===== src/hdl/tlc_pkg.sv =====
package tlc_pkg;

    localparam int WORD_W = 32;
    localparam int DIM_W = 13;
    localparam int IDX_W = 48;
    localparam int CFG_IDX_W = 3;
    localparam int DEFAULT_MAX_DIM = 4096;
    localparam int FIFO_DEPTH = 4;

    localparam logic [CFG_IDX_W-1:0] REG_HEIGHT = 3'd0;
    localparam logic [CFG_IDX_W-1:0] REG_WIDTH = 3'd1;
    localparam logic [CFG_IDX_W-1:0] REG_CHANNELS = 3'd2;
    localparam logic [CFG_IDX_W-1:0] REG_KERNELS = 3'd3;
    localparam logic [CFG_IDX_W-1:0] REG_DIRECTION = 3'd4;

    localparam logic DIR_HWCK_TO_KCHW = 1'b0;
    localparam logic DIR_KCHW_TO_HWCK = 1'b1;

    typedef struct packed {
        logic [DIM_W-1:0] height;
        logic [DIM_W-1:0] width;
        logic [DIM_W-1:0] channels;
        logic [DIM_W-1:0] kernels;
        logic             direction;
    } t_geom;

endpackage


===== src/hdl/tlc_fifo.sv =====
module tlc_fifo #(
    parameter int WIDTH = 8,
    parameter int DEPTH = 4
) (
    input  logic             i_clk,
    input  logic             i_rst_n,
    input  logic             i_push,
    input  logic [WIDTH-1:0] i_data,
    input  logic             i_pop,
    output logic [WIDTH-1:0] o_data,
    output logic             o_empty,
    output logic             o_full
);

    localparam int PW = (DEPTH > 1) ? $clog2(DEPTH) : 1;
    localparam int CNTW = $clog2(DEPTH + 1);

    logic [WIDTH-1:0] r_mem [DEPTH];
    logic [PW-1:0]    r_wr_ptr;
    logic [PW-1:0]    r_rd_ptr;
    logic [CNTW-1:0]  r_count;
    logic [PW-1:0]    n_wr_ptr;
    logic [PW-1:0]    n_rd_ptr;
    logic [CNTW-1:0]  n_count;

    assign o_empty = (r_count == '0);
    assign o_full = (r_count == CNTW'(DEPTH));
    assign o_data = r_mem[r_rd_ptr];

    always_comb begin
        n_wr_ptr = r_wr_ptr;
        n_rd_ptr = r_rd_ptr;
        n_count = r_count;
        if (i_push) begin
            n_wr_ptr = (r_wr_ptr == PW'(DEPTH - 1)) ? '0 : r_wr_ptr + PW'(1);
        end
        if (i_pop) begin
            n_rd_ptr = (r_rd_ptr == PW'(DEPTH - 1)) ? '0 : r_rd_ptr + PW'(1);
        end
        if (i_push && !i_pop) begin
            n_count = r_count + CNTW'(1);
        end else if (!i_push && i_pop) begin
            n_count = r_count - CNTW'(1);
        end
    end

    always_ff @(posedge i_clk) begin
        if (!i_rst_n) begin
            r_wr_ptr <= '0;
            r_rd_ptr <= '0;
            r_count <= '0;
        end else begin
            r_wr_ptr <= n_wr_ptr;
            r_rd_ptr <= n_rd_ptr;
            r_count <= n_count;
        end
    end

    always_ff @(posedge i_clk) begin
        if (i_push) begin
            r_mem[r_wr_ptr] <= i_data;
        end
    end

`ifndef SYNTH
    a_count_tracks: assert property (@(posedge i_clk) disable iff (!i_rst_n)
        (i_push && !i_pop) |=> (r_count == $past(r_count) + CNTW'(1)))
        else $error("queue count did not follow a lone push");
`endif

endmodule


===== src/hdl/tlc_front.sv =====
module tlc_front
    import tlc_pkg::*;
#(
    parameter int MAX_DIM = DEFAULT_MAX_DIM,
    parameter int CW = $clog2(MAX_DIM),
    parameter int ENTRY_W = WORD_W + 1 + 4 * CW
) (
    input  logic                 i_clk,
    input  logic                 i_rst_n,
    input  logic                 i_cfg_wr_en,
    input  logic [CFG_IDX_W-1:0] i_cfg_index,
    input  logic [DIM_W-1:0]     i_cfg_data,
    input  logic                 i_in_valid,
    input  logic [WORD_W-1:0]    i_in_word,
    input  logic                 i_fifo_full,
    output logic                 o_in_ready,
    output logic                 o_push,
    output logic [ENTRY_W-1:0]   o_entry,
    output t_geom                o_geom
);

    localparam int CMPW = (CW + 1 > DIM_W) ? CW + 1 : DIM_W;

    logic [DIM_W-1:0] r_height;
    logic [DIM_W-1:0] r_width;
    logic [DIM_W-1:0] r_channels;
    logic [DIM_W-1:0] r_kernels;
    logic             r_direction;
    logic [CW-1:0]    r_outer;
    logic [CW-1:0]    r_second;
    logic [CW-1:0]    r_third;
    logic [CW-1:0]    r_inner;
    logic [CW-1:0]    n_outer;
    logic [CW-1:0]    n_second;
    logic [CW-1:0]    n_third;
    logic [CW-1:0]    n_inner;
    logic [DIM_W-1:0] l0;
    logic [DIM_W-1:0] l1;
    logic [DIM_W-1:0] l2;
    logic [DIM_W-1:0] l3;
    logic             w0;
    logic             w1;
    logic             w2;
    logic             w3;
    logic             cfg_hit;
    logic [CW-1:0]    x1;
    logic [CW-1:0]    y1;
    logic [CW-1:0]    y2;
    logic [CW-1:0]    y3;
    t_geom            geom;

    function automatic logic [DIM_W-1:0] eff_dim(input logic [DIM_W-1:0] d);
        logic [31:0] v;
        v = 32'(d);
        if (v == 32'd0) begin
            v = 32'd1;
        end else if (v > 32'(MAX_DIM)) begin
            v = 32'(MAX_DIM);
        end
        return v[DIM_W-1:0];
    endfunction

    always_comb begin
        geom.height = eff_dim(r_height);
        geom.width = eff_dim(r_width);
        geom.channels = eff_dim(r_channels);
        geom.kernels = eff_dim(r_kernels);
        geom.direction = r_direction;
    end

    assign o_geom = geom;
    assign o_in_ready = !i_fifo_full;
    assign o_push = i_in_valid && o_in_ready;

    always_comb begin
        unique case (r_direction)
            DIR_HWCK_TO_KCHW: begin
                l0 = geom.height;
                l1 = geom.width;
                l2 = geom.channels;
                l3 = geom.kernels;
                x1 = r_inner;
                y1 = r_third;
                y2 = r_outer;
                y3 = r_second;
            end
            default: begin
                l0 = geom.kernels;
                l1 = geom.channels;
                l2 = geom.height;
                l3 = geom.width;
                x1 = r_third;
                y1 = r_inner;
                y2 = r_second;
                y3 = r_outer;
            end
        endcase
    end

    always_comb begin
        w3 = (CMPW'(r_inner) + CMPW'(1)) >= CMPW'(l3);
        w2 = w3 && ((CMPW'(r_third) + CMPW'(1)) >= CMPW'(l2));
        w1 = w2 && ((CMPW'(r_second) + CMPW'(1)) >= CMPW'(l1));
        w0 = w1 && ((CMPW'(r_outer) + CMPW'(1)) >= CMPW'(l0));
        n_inner = w3 ? '0 : r_inner + CW'(1);
        n_third = w3 ? (w2 ? '0 : r_third + CW'(1)) : r_third;
        n_second = w2 ? (w1 ? '0 : r_second + CW'(1)) : r_second;
        n_outer = w1 ? (w0 ? '0 : r_outer + CW'(1)) : r_outer;
    end

    assign o_entry = {i_in_word, w0, x1, y1, y2, y3};

    always_comb begin
        unique case (i_cfg_index)
            REG_HEIGHT, REG_WIDTH, REG_CHANNELS, REG_KERNELS, REG_DIRECTION: begin
                cfg_hit = i_cfg_wr_en;
            end
            default: begin
                cfg_hit = 1'b0;
            end
        endcase
    end

    always_ff @(posedge i_clk) begin
        if (!i_rst_n) begin
            r_height <= DIM_W'(1);
            r_width <= DIM_W'(1);
            r_channels <= DIM_W'(1);
            r_kernels <= DIM_W'(1);
            r_direction <= DIR_HWCK_TO_KCHW;
        end else if (i_cfg_wr_en) begin
            unique case (i_cfg_index)
                REG_HEIGHT: begin
                    r_height <= i_cfg_data;
                end
                REG_WIDTH: begin
                    r_width <= i_cfg_data;
                end
                REG_CHANNELS: begin
                    r_channels <= i_cfg_data;
                end
                REG_KERNELS: begin
                    r_kernels <= i_cfg_data;
                end
                REG_DIRECTION: begin
                    r_direction <= i_cfg_data[0];
                end
                default: begin
                end
            endcase
        end
    end

    always_ff @(posedge i_clk) begin
        if (!i_rst_n) begin
            r_outer <= '0;
            r_second <= '0;
            r_third <= '0;
            r_inner <= '0;
        end else if (cfg_hit) begin
            r_outer <= '0;
            r_second <= '0;
            r_third <= '0;
            r_inner <= '0;
        end else if (o_push) begin
            r_outer <= n_outer;
            r_second <= n_second;
            r_third <= n_third;
            r_inner <= n_inner;
        end
    end

`ifndef SYNTH
    a_last_restarts: assert property (@(posedge i_clk) disable iff (!i_rst_n)
        (o_push && w0) |=> (r_outer == '0 && r_second == '0 && r_third == '0
            && r_inner == '0))
        else $error("counters did not return to zero after the last word");

    a_cfg_restarts: assert property (@(posedge i_clk) disable iff (!i_rst_n)
        cfg_hit |=> (r_outer == '0 && r_second == '0 && r_third == '0
            && r_inner == '0))
        else $error("counters not cleared by a register write");
`endif

endmodule


===== src/hdl/tlc_back.sv =====
module tlc_back
    import tlc_pkg::*;
#(
    parameter int MAX_DIM = DEFAULT_MAX_DIM,
    parameter int CW = $clog2(MAX_DIM),
    parameter int ENTRY_W = WORD_W + 1 + 4 * CW
) (
    input  logic               i_clk,
    input  logic               i_rst_n,
    input  t_geom              i_geom,
    input  logic [ENTRY_W-1:0] i_entry,
    input  logic               i_fifo_empty,
    output logic               o_pop,
    output logic               o_out_valid,
    input  logic               i_out_ready,
    output logic [WORD_W-1:0]  o_out_word,
    output logic [IDX_W-1:0]   o_dest_index,
    output logic               o_tensor_last
);

    localparam int T1W = CW + DIM_W + 1;
    localparam int T2W = T1W + DIM_W + 1;
    localparam int SPLIT = 24;
    localparam int HW = T2W - SPLIT;
    localparam int P1W = CW + DIM_W;
    localparam int P2W = T1W + DIM_W;
    localparam int PLW = SPLIT + DIM_W;
    localparam int PHW = HW + DIM_W;

    logic [WORD_W-1:0] e_word;
    logic              e_last;
    logic [CW-1:0]     e_x1;
    logic [CW-1:0]     e_y1;
    logic [CW-1:0]     e_y2;
    logic [CW-1:0]     e_y3;
    logic [DIM_W-1:0]  m1;
    logic [DIM_W-1:0]  m2;
    logic [DIM_W-1:0]  m3;
    logic              adv;
    logic [P1W-1:0]    prod1;
    logic [P2W-1:0]    prod2;
    logic [T1W-1:0]    n_t1;
    logic [T2W-1:0]    n_t2;
    logic [PLW-1:0]    n_p_lo;
    logic [PHW-1:0]    n_p_hi;
    logic [IDX_W-1:0]  n_dest;

    logic              r_v1;
    logic              r_v2;
    logic              r_v3;
    logic              r_v4;
    logic [WORD_W-1:0] r_word1;
    logic [WORD_W-1:0] r_word2;
    logic [WORD_W-1:0] r_word3;
    logic [WORD_W-1:0] r_word4;
    logic              r_last1;
    logic              r_last2;
    logic              r_last3;
    logic              r_last4;
    logic [T1W-1:0]    r_t1;
    logic [CW-1:0]     r_y2_1;
    logic [CW-1:0]     r_y3_1;
    logic [T2W-1:0]    r_t2;
    logic [CW-1:0]     r_y3_2;
    logic [PLW-1:0]    r_p_lo;
    logic [PHW-1:0]    r_p_hi;
    logic [CW-1:0]     r_y3_3;
    logic [IDX_W-1:0]  r_dest;

    assign {e_word, e_last, e_x1, e_y1, e_y2, e_y3} = i_entry;

    always_comb begin
        unique case (i_geom.direction)
            DIR_HWCK_TO_KCHW: begin
                m1 = i_geom.channels;
                m2 = i_geom.height;
                m3 = i_geom.width;
            end
            default: begin
                m1 = i_geom.width;
                m2 = i_geom.channels;
                m3 = i_geom.kernels;
            end
        endcase
    end

    assign adv = !r_v4 || i_out_ready;
    assign o_pop = adv && !i_fifo_empty;

    always_comb begin
        prod1 = P1W'(e_x1) * P1W'(m1);
        n_t1 = T1W'(prod1) + T1W'(e_y1);
        prod2 = P2W'(r_t1) * P2W'(m2);
        n_t2 = T2W'(prod2) + T2W'(r_y2_1);
        n_p_lo = PLW'(r_t2[SPLIT-1:0]) * PLW'(m3);
        n_p_hi = PHW'(r_t2[T2W-1:SPLIT]) * PHW'(m3);
        n_dest = (IDX_W'(r_p_hi) << SPLIT) + IDX_W'(r_p_lo) + IDX_W'(r_y3_3);
    end

    always_ff @(posedge i_clk) begin
        if (!i_rst_n) begin
            r_v1 <= 1'b0;
            r_v2 <= 1'b0;
            r_v3 <= 1'b0;
            r_v4 <= 1'b0;
        end else if (adv) begin
            r_v1 <= !i_fifo_empty;
            r_v2 <= r_v1;
            r_v3 <= r_v2;
            r_v4 <= r_v3;
        end
    end

    always_ff @(posedge i_clk) begin
        if (adv) begin
            r_word1 <= e_word;
            r_last1 <= e_last;
            r_t1 <= n_t1;
            r_y2_1 <= e_y2;
            r_y3_1 <= e_y3;
            r_word2 <= r_word1;
            r_last2 <= r_last1;
            r_t2 <= n_t2;
            r_y3_2 <= r_y3_1;
            r_word3 <= r_word2;
            r_last3 <= r_last2;
            r_p_lo <= n_p_lo;
            r_p_hi <= n_p_hi;
            r_y3_3 <= r_y3_2;
            r_word4 <= r_word3;
            r_last4 <= r_last3;
            r_dest <= n_dest;
        end
    end

    assign o_out_valid = r_v4;
    assign o_out_word = r_word4;
    assign o_dest_index = r_dest;
    assign o_tensor_last = r_last4;

`ifndef SYNTH
    a_no_pop_on_stall: assert property (@(posedge i_clk) disable iff (!i_rst_n)
        (r_v4 && !i_out_ready) |-> !o_pop)
        else $error("queue popped while the output word was stalled");
`endif

endmodule


===== src/hdl/tensor_layout_hwck_kchw_converter_top.sv =====
// Weight layout converter between HWCK and KCHW. Words enter in source order and leave
// unchanged with their element index in the destination layout and a flag on the last
// word of the tensor. Program the four dimensions and the direction while the block is
// idle; any write to a defined register restarts the tensor at its first word. The block
// takes one word per clock while its queue has room and delivers one per clock while the
// output is ready. A word passes through the four-entry queue behind the dimension
// counters, then the index pipeline, where three stages of narrow multiplies are
// followed by a final add that lands in the output register.
module tensor_layout_hwck_kchw_converter_top
    import tlc_pkg::*;
#(
    parameter int MAX_DIM = DEFAULT_MAX_DIM
) (
    input  logic                 i_clk,
    input  logic                 i_rst_n,
    input  logic                 i_cfg_wr_en,
    input  logic [CFG_IDX_W-1:0] i_cfg_index,
    input  logic [DIM_W-1:0]     i_cfg_data,
    input  logic                 i_in_valid,
    output logic                 o_in_ready,
    input  logic [WORD_W-1:0]    i_in_word,
    output logic                 o_out_valid,
    input  logic                 i_out_ready,
    output logic [WORD_W-1:0]    o_out_word,
    output logic [IDX_W-1:0]     o_dest_index,
    output logic                 o_tensor_last
);

    localparam int CW = $clog2(MAX_DIM);
    localparam int ENTRY_W = WORD_W + 1 + 4 * CW;

    logic               push;
    logic               pop;
    logic               fifo_full;
    logic               fifo_empty;
    logic [ENTRY_W-1:0] push_entry;
    logic [ENTRY_W-1:0] pop_entry;
    t_geom              geom;

    tlc_front #(
        .MAX_DIM(MAX_DIM),
        .CW(CW),
        .ENTRY_W(ENTRY_W)
    ) u_front (
        .i_clk(i_clk),
        .i_rst_n(i_rst_n),
        .i_cfg_wr_en(i_cfg_wr_en),
        .i_cfg_index(i_cfg_index),
        .i_cfg_data(i_cfg_data),
        .i_in_valid(i_in_valid),
        .i_in_word(i_in_word),
        .i_fifo_full(fifo_full),
        .o_in_ready(o_in_ready),
        .o_push(push),
        .o_entry(push_entry),
        .o_geom(geom)
    );

    tlc_fifo #(
        .WIDTH(ENTRY_W),
        .DEPTH(FIFO_DEPTH)
    ) u_fifo (
        .i_clk(i_clk),
        .i_rst_n(i_rst_n),
        .i_push(push),
        .i_data(push_entry),
        .i_pop(pop),
        .o_data(pop_entry),
        .o_empty(fifo_empty),
        .o_full(fifo_full)
    );

    tlc_back #(
        .MAX_DIM(MAX_DIM),
        .CW(CW),
        .ENTRY_W(ENTRY_W)
    ) u_back (
        .i_clk(i_clk),
        .i_rst_n(i_rst_n),
        .i_geom(geom),
        .i_entry(pop_entry),
        .i_fifo_empty(fifo_empty),
        .o_pop(pop),
        .o_out_valid(o_out_valid),
        .i_out_ready(i_out_ready),
        .o_out_word(o_out_word),
        .o_dest_index(o_dest_index),
        .o_tensor_last(o_tensor_last)
    );

endmodule


===== config.mk =====
export PLATFORM = sky130hd
export DESIGN_NAME = tensor_layout_hwck_kchw_converter_top
export DESIGN_NICKNAME = d
export VERILOG_FILES = /design/src/hdl/tlc_pkg.sv /design/src/hdl/tlc_fifo.sv /design/src/hdl/tlc_front.sv /design/src/hdl/tlc_back.sv /design/src/hdl/tensor_layout_hwck_kchw_converter_top.sv
export SDC_FILE = /design/constraint.sdc
export NUM_CORES = 2
export LEC_CHECK = 0
export BUFFER_PORTS_ARGS = -buffer_cell sky130_fd_sc_hd__buf_2
export CAP_MARGIN = 20
export CELL_PAD_IN_SITES_DETAIL_PLACEMENT = 2
export CELL_PAD_IN_SITES_GLOBAL_PLACEMENT = 2
export CORE_AREA = 2 2 368 370
export CTS_CLUSTER_DIAMETER = 150
export DETAILED_ROUTE_END_ITERATION = 12
export DIE_AREA = 0 0 370 372
export MAX_ROUTING_LAYER = met4
export PLACE_DENSITY_LB_ADDON = 0.08
export SLEW_MARGIN = 15
export SYNTH_ARGS = -nofsm -noshare
export SYNTH_HDL_FRONTEND = slang
export SYNTH_SLANG_ARGS = --single-unit
export TNS_END_PERCENT = 5

===== constraint.sdc =====
create_clock -name i_clk -period 17.4 [get_ports i_clk]
set_clock_uncertainty 0.15 [all_clocks]
set_input_delay 2.61 -clock i_clk [delete_from_list [all_inputs] [get_ports i_clk]]
set_output_delay 2.61 -clock i_clk [all_outputs]
set_load 0.02 [all_outputs]

# Yosys cells after proc, flatten, opt, wreduce, memory -nomap -nowiden
# Memories as Yosys holds them, arrays and structs flattened. A register that Yosys moved wholly into a read port is not among the register bits.
# Index checks and enable logic that the tools add are counted.
[word_totals]
reg_bits = 467
ram_bits = 324
inputBits = 53
out_inout_bits = 83
n_memories = 1
[mem_list]
columns = ["memory", "depth", "word_bits", "rd", "rd_ports_with_merged_regs", "wr", "line_no", "text"]
rows = [
  ["u_fifo.r_mem", 4, 81, 1, 1, 1, "tlc_fifo.sv:18", "logic [WIDTH-1:0] r_mem [DEPTH];"],
]
[op_classes]
addsub = 16
n_mul = 4
order_cmp = 8
eq_ne = 7
muxes = 32
n_bitwise = 1
n_reduce_logical = 30
[op_table]
columns = ["op", "n"]
rows = [
  ["13-bit two-way mux", 15],
  ["12-bit two-way mux", 8],
  ["12-bit by 1-bit adder with 13-bit output (second input constant)", 4],
  ["13-bit greater-or-equal comparator", 4],
  ["13-bit greater-than comparator (second input constant)", 4],
  ["13-bit logical NOT", 4],
  ["12-bit by 1-bit adder with 12-bit output (second input constant)", 4],
  ["48-bit by 12-bit adder with 48-bit output", 1],
  ["48-bit by 37-bit adder with 48-bit output", 1],
  ["39-bit by 12-bit adder with 40-bit output", 1],
  ["26-bit by 13-bit multiplier with 39-bit output", 1],
  ["24-bit by 13-bit multiplier with 37-bit output", 1],
  ["25-bit by 12-bit adder with 26-bit output", 1],
  ["12-bit by 13-bit multiplier with 25-bit output", 1],
  ["16-bit by 13-bit multiplier with 24-bit output", 1],
  ["2-bit AND reduction", 8],
  ["2-bit two-way mux", 4],
  ["1-bit logical AND", 7],
  ["3-bit by 2-bit equality test with 1-bit output (second input constant)", 2],
  ["3-bit equality test (second input constant)", 2],
  ["3-bit logical NOT", 2],
  ["3-bit two-way mux", 2],
  ["1-bit logical NOT", 5],
  ["5-bit OR reduction", 1],
  ["other kinds (10)", 14],
]

# Logic depth before layout (Yosys ltp)
[logic_depth]
depth_word = 9
mapped_depth = 29
mapped_depth_nobuf = 28

# By module
# A second synthesis with hierarchy kept.
[unflattened]
hier_cells = 5783
area_unflattened_um2 = 65221.3
[modules_own_cells]
columns = ["module", "instances", "cells_per_inst", "area_per_inst_um2"]
rows = [
  ["tlc_back", 1, 4368, 45298.4],
  ["tlc_fifo", 1, 467, 12226.7],
  ["tlc_front", 1, 948, 7696.1],
]

# Least setup slack after synthesis
# OpenSTA, ideal clock, no wires.
[synth_path]
kind = "input to register"
from = "input port i_out_ready"
to = "register u_fifo.r_count[2]"
arrival_time_ns = 12.329
t_required_ns = 17.174
slack_ns = 4.845
path_stages = 9
path_buffers = 0
path_cell_list = "nor2b_1 inv_1 o31ai_1 ha_1 inv_1 fa_1 xor2_1 or3_1 a21boi_0"
[synth_between]
elab_chain_cells = 5
[synth_lines]
columns = ["element", "line_no", "text"]
rows = [
  ["from (decl)", "tensor_layout_hwck_kchw_converter_top.sv:23", "input logic i_out_ready,"],
  ["1-bit logical OR (*)", "tlc_back.sv:87", "assign adv = !r_v4 || i_out_ready;"],
  ["via u_back.adv", "tlc_back.sv:39", "logic adv;"],
  ["1-bit logical AND (*)", "tlc_back.sv:88", "assign o_pop = adv && !i_fifo_empty;"],
  ["1-bit logical NOT", "tlc_fifo.sv:40", "if (i_push && !i_pop) begin"],
  ["1-bit logical AND", "tlc_fifo.sv:40", ""],
  ["3-bit two-way mux or 2-bit nonzero test (tied branches)", "-", ""],
  ["to (signal assigned)", "tlc_fifo.sv:55", "r_count <= n_count;"],
  ["to (decl)", "tlc_fifo.sv:21", "logic [CNTW-1:0] r_count;"],
]
# Mark *: on every way through the listed nets, which the timed path passes. The rest lies on a longest branch.
# A chain may end at the register's enable or synchronous reset.

# Final worst setup path
[layout_path]
from = "register u_front.r_height[3]"
to = "register u_back.r_t2[39], data pin"
[layout_between]
elab_chain_cells = 6
[layout_lines]
columns = ["element", "line_no", "text"]
rows = [
  ["from (decl)", "tlc_front.sv:24", "logic [DIM_W-1:0] r_height;"],
  ["from (signal assigned)", "tlc_front.sv:134", "r_height <= i_cfg_data;"],
  ["13-bit greater-than comparator", "tlc_front.sv:57", "end else if (v > 32'(MAX_DIM)) begin"],
  ["13-bit two-way mux", "tlc_front.sv:57", ""],
  ["13-bit two-way mux (*)", "tlc_front.sv:55", "if (v == 32'd0) begin"],
  ["13-bit two-way mux (*)", "tlc_back.sv:73", "unique case (i_geom.direction)"],
  ["26-bit by 13-bit multiplier with 39-bit output (*)", "tlc_back.sv:93", "prod2 = P2W'(r_t1) * P2W'(m2);"],
  ["39-bit by 12-bit adder with 40-bit output (*)", "tlc_back.sv:94", "n_t2 = T2W'(prod2) + T2W'(r_y2_1);"],
  ["via u_back.n_t2[39]", "tlc_back.sv:43", "logic [T2W-1:0] n_t2;"],
  ["to (signal assigned)", "tlc_back.sv:123", "r_t2 <= n_t2;"],
  ["to (decl)", "tlc_back.sv:63", "logic [T2W-1:0] r_t2;"],
]
# Marks and branches as above.

==> out/summary.txt <==
RSZ-0062 raised after global routing -> no
Starting DRT DRC Count -> 2956
Synth Instances -> 5652
PortBufs -> 135
Filler cells -> 13100
Final Hold Vio Count -> 0
Run status -> completed
Post-synthesis sequential area ratio -> 35.5%
Yosys top cell by area -> edfxtp_1
Buf/Inv on CP -> 5
Crit path largest cell delay -> 620 ps
Clock latency at the later pin of the worst-skew pair -> 750 ps
Final count of pins violating max slew -> 0
# rows -> 135
Seq cells post-synth -> 793
Largest net degree at the start of global routing -> 124
DRC -> 0
Placer congestion estimate -> 0.893
Gr usage total -> 34.8%
IO Pins -> 136
Crit path DAT -> 9230 ps
Clock-pin slew on the worst setup and hold paths -> 60 ps
CTS Root Cell -> clkbuf_16
Hold WC Path Type -> flop to flop
Kind of cell adding the most delay to the critical path -> adder cells
Initial antenna violation count -> 5
Fmax achieved -> 112 MHz
Vias per Instance -> 5.94
Most frequent cells after synthesis -> inv_1, fa_1, nand2_1
Synthesized area -> 0.0639 mm²
Synth Flop Type -> edfxtp_1
Cell area after layout -> 0.0694 mm²
Detailed placement HPWL -> 161000 µm
Vias -> 44800
Slew @ Worst Pin -> 1070 ps
CP most frequent cell -> fa_1
ANT nets after route -> 0
Worst slew margin -> 27.7%
GR Overflow Total -> 0
Crit path capture type -> flop
CTS Sinks -> 793
Period utilization -> 51.2%
Vias in the first global route -> 52300
Setup CP Type -> flop to flop
Max-cap violations -> 0
Final Non-Filler Cells -> 7549
Largest cells by area after synthesis -> edfxtp_1, fa_1, ha_1, inv_1, nand2_1
Fin crit period -> 8910 ps
Most numerous cell in the Yosys netlist -> inv_1
Final Util -> 51.7%
Mean Syn Cell Area -> 11.3 µm²
CTS Hold Bufs -> 0
CTS tree -> yes
Placed Cells -> 7377
Clock Tree Buf Depth -> 3
DP Area -> 0.0664 mm²
VDD IR-drop max -> 0.000129 V
Die width -> 370 µm
Core area -> 0.134 mm²
Die area -> 0.138 mm²
Post-CTS resize count -> 0
First-pass GRT wire length -> 342000 µm
Critical Path RT -> 17710 ps
H-tree depth -> 3
Synth warnings -> 0
WHS -> 270 ps
Cts bufs inserted -> 89
Final setup violation count -> 0
Crit path launch type -> flop
Initial DRT Pass Iterations -> 6
Final setup TNS -> 0 ps
Synthesis-to-finish area growth -> 8.55%
Reg2Reg Setup Slack -> 8490 ps
Post-synth EDFFs -> 679
Asr flop ratio synth -> 0%
Initial Utilization -> 47.6%
Leak pwr -> 30.5 nW
Die H -> 372 µm
Post-synth cell types -> 101
Syn Nets -> 6907
Share of layout cells above drive strength 1 -> 9.02%
Drt wl/cell -> 30.5 µm
Slowest cell on the critical path -> fa_1
Nets -> 6943
Setup Buffers After CTS -> 0
Power per standard cell area -> 118 mW/mm²
WL final -> 230000 µm
Top-area cell type share of the netlist area -> 31.9%
Crit path max fanout -> 26
[layout by cell type (no fill, tap or decap), drive strengths merged, types with 113 or more instances in the layout]
cell	Yosys	final
dfxtp	114	114
nand2	769	769
fa	785	785
nor2	157	157
buf	25	197
inv	859	865
ha	417	417
a21oi	133	133
clkbuf	227	113
xnor2	141	141
and2	336	336
edfxtp	679	679
[report_power, final]
group	leakage (nW)	switching, mW	internal (mW)	total [mW]
sequential	7.79	0.554	2.68	3.24
combinational	21.2	1.86	1.13	2.99
clock	1.45	0.901	1.09	1.99
total	30.5	3.32	4.91	8.22
[cells by family (layout without fill, tap and decap cells)]
family,Yosys count,count (layout),share of synthesized area [%]
flip-flops,793,793,35.5
XOR/XNOR,197,197,2.70
adder cells (fa/ha/maj),1202,1202,32.7
buffers and inverters,1111,1224,6.56
AND/OR/NAND/NOR,1605,1605,12.0
multiplexers,140,140,3.82
AO/OA/AOI/OAI,604,604,6.70
other,0,3,0
[routing by layer]
| metal | vias up | GRT usage [%] | share of wire [%] |
|---|---|---|---|
| met3 | 758 | 4.60 | 4.6 |
| li1 | 18600 | - | - |
| met1 | 23800 | 37.1 | 36 |
| met4 | 0 | 20.9 | 7.1 |
| met2 | 1671 | 61.5 | 52 |
| met5 | - | - | 0 |
[worst register-to-register path, cell delays in order, from the launching register on]
cell and delay [ps]:
dfxtp_1 360, nor4_1 560, nand3_1 250, a21oi_1 250
buf_4 260, a22o_1 170, buf_4 380, nand2_1 170
fa_1 620, fa_1 480, fa_1 550, inv_1 50
fa_1 450, fa_1 490, inv_1 50, fa_1 470
inv_1 40, ha_1 320, nand4_1 180, o221ai_1 200
a31oi_2 390, nor3_1 120, or3b_4 440, o221ai_2 280
a21o_2 230, o2111ai_1 170, a21oi_1 290, xnor2_1 270
[worst paths after layout]
path	to	startpoint	depth (start not counted)
worst max-delay path	u_back.r_t2[39]	u_front.r_height[3]	27
worst min-delay path	u_back.r_word2[3]	u_back.r_word1[3]	0
worst max register to register	u_back.r_t2[39]	u_front.r_height[3]	27
worst min register to register	u_back.r_word2[3]	u_back.r_word1[3]	0
[sequential cells by signal, indices dropped and copies added (netlist names), 13 cells and up, named ones only]
| signal | flops |
|---|---|
| u_front.r_height | 13 |
| u_front.r_kernels | 13 |
| u_front.r_width | 13 |
| u_front.r_channels | 13 |
| u_back.o_out_word | 32 |
| u_back.r_word1 | 32 |
| u_back.r_t1 | 26 |
| u_back.o_dest_index | 48 |
| u_back.r_word3 | 32 |
| u_back.r_t2 | 40 |
| u_back.r_p_hi | 24 |
| u_back.r_word2 | 32 |
| u_back.r_p_lo | 37 |
| u_fifo.r_mem | 324 |
[through the flow]
stage               setup slack, ps  power [mW]
detailed placement             8780        6.14
floorplan                      4840        4.92
finish                         8490        8.22
global route                   8210        8.59
global placement               8980        5.85
CTS                            8520        8.24
[final cells by class]
class	instances	area (µm²)	share of cell area, %
clock buffer	113	2380	3.42
timing repair buffer	197	1150	1.66
inverter	859	3230	4.66
multi-input combinational	3748	37100	53.5
clock inverter	55	618	0.890
antenna	3	7.51	0.0108
tap	1781	2230	3.21
sequential	793	22700	32.7
Note: power is estimated with default switching activity, not from simulation.
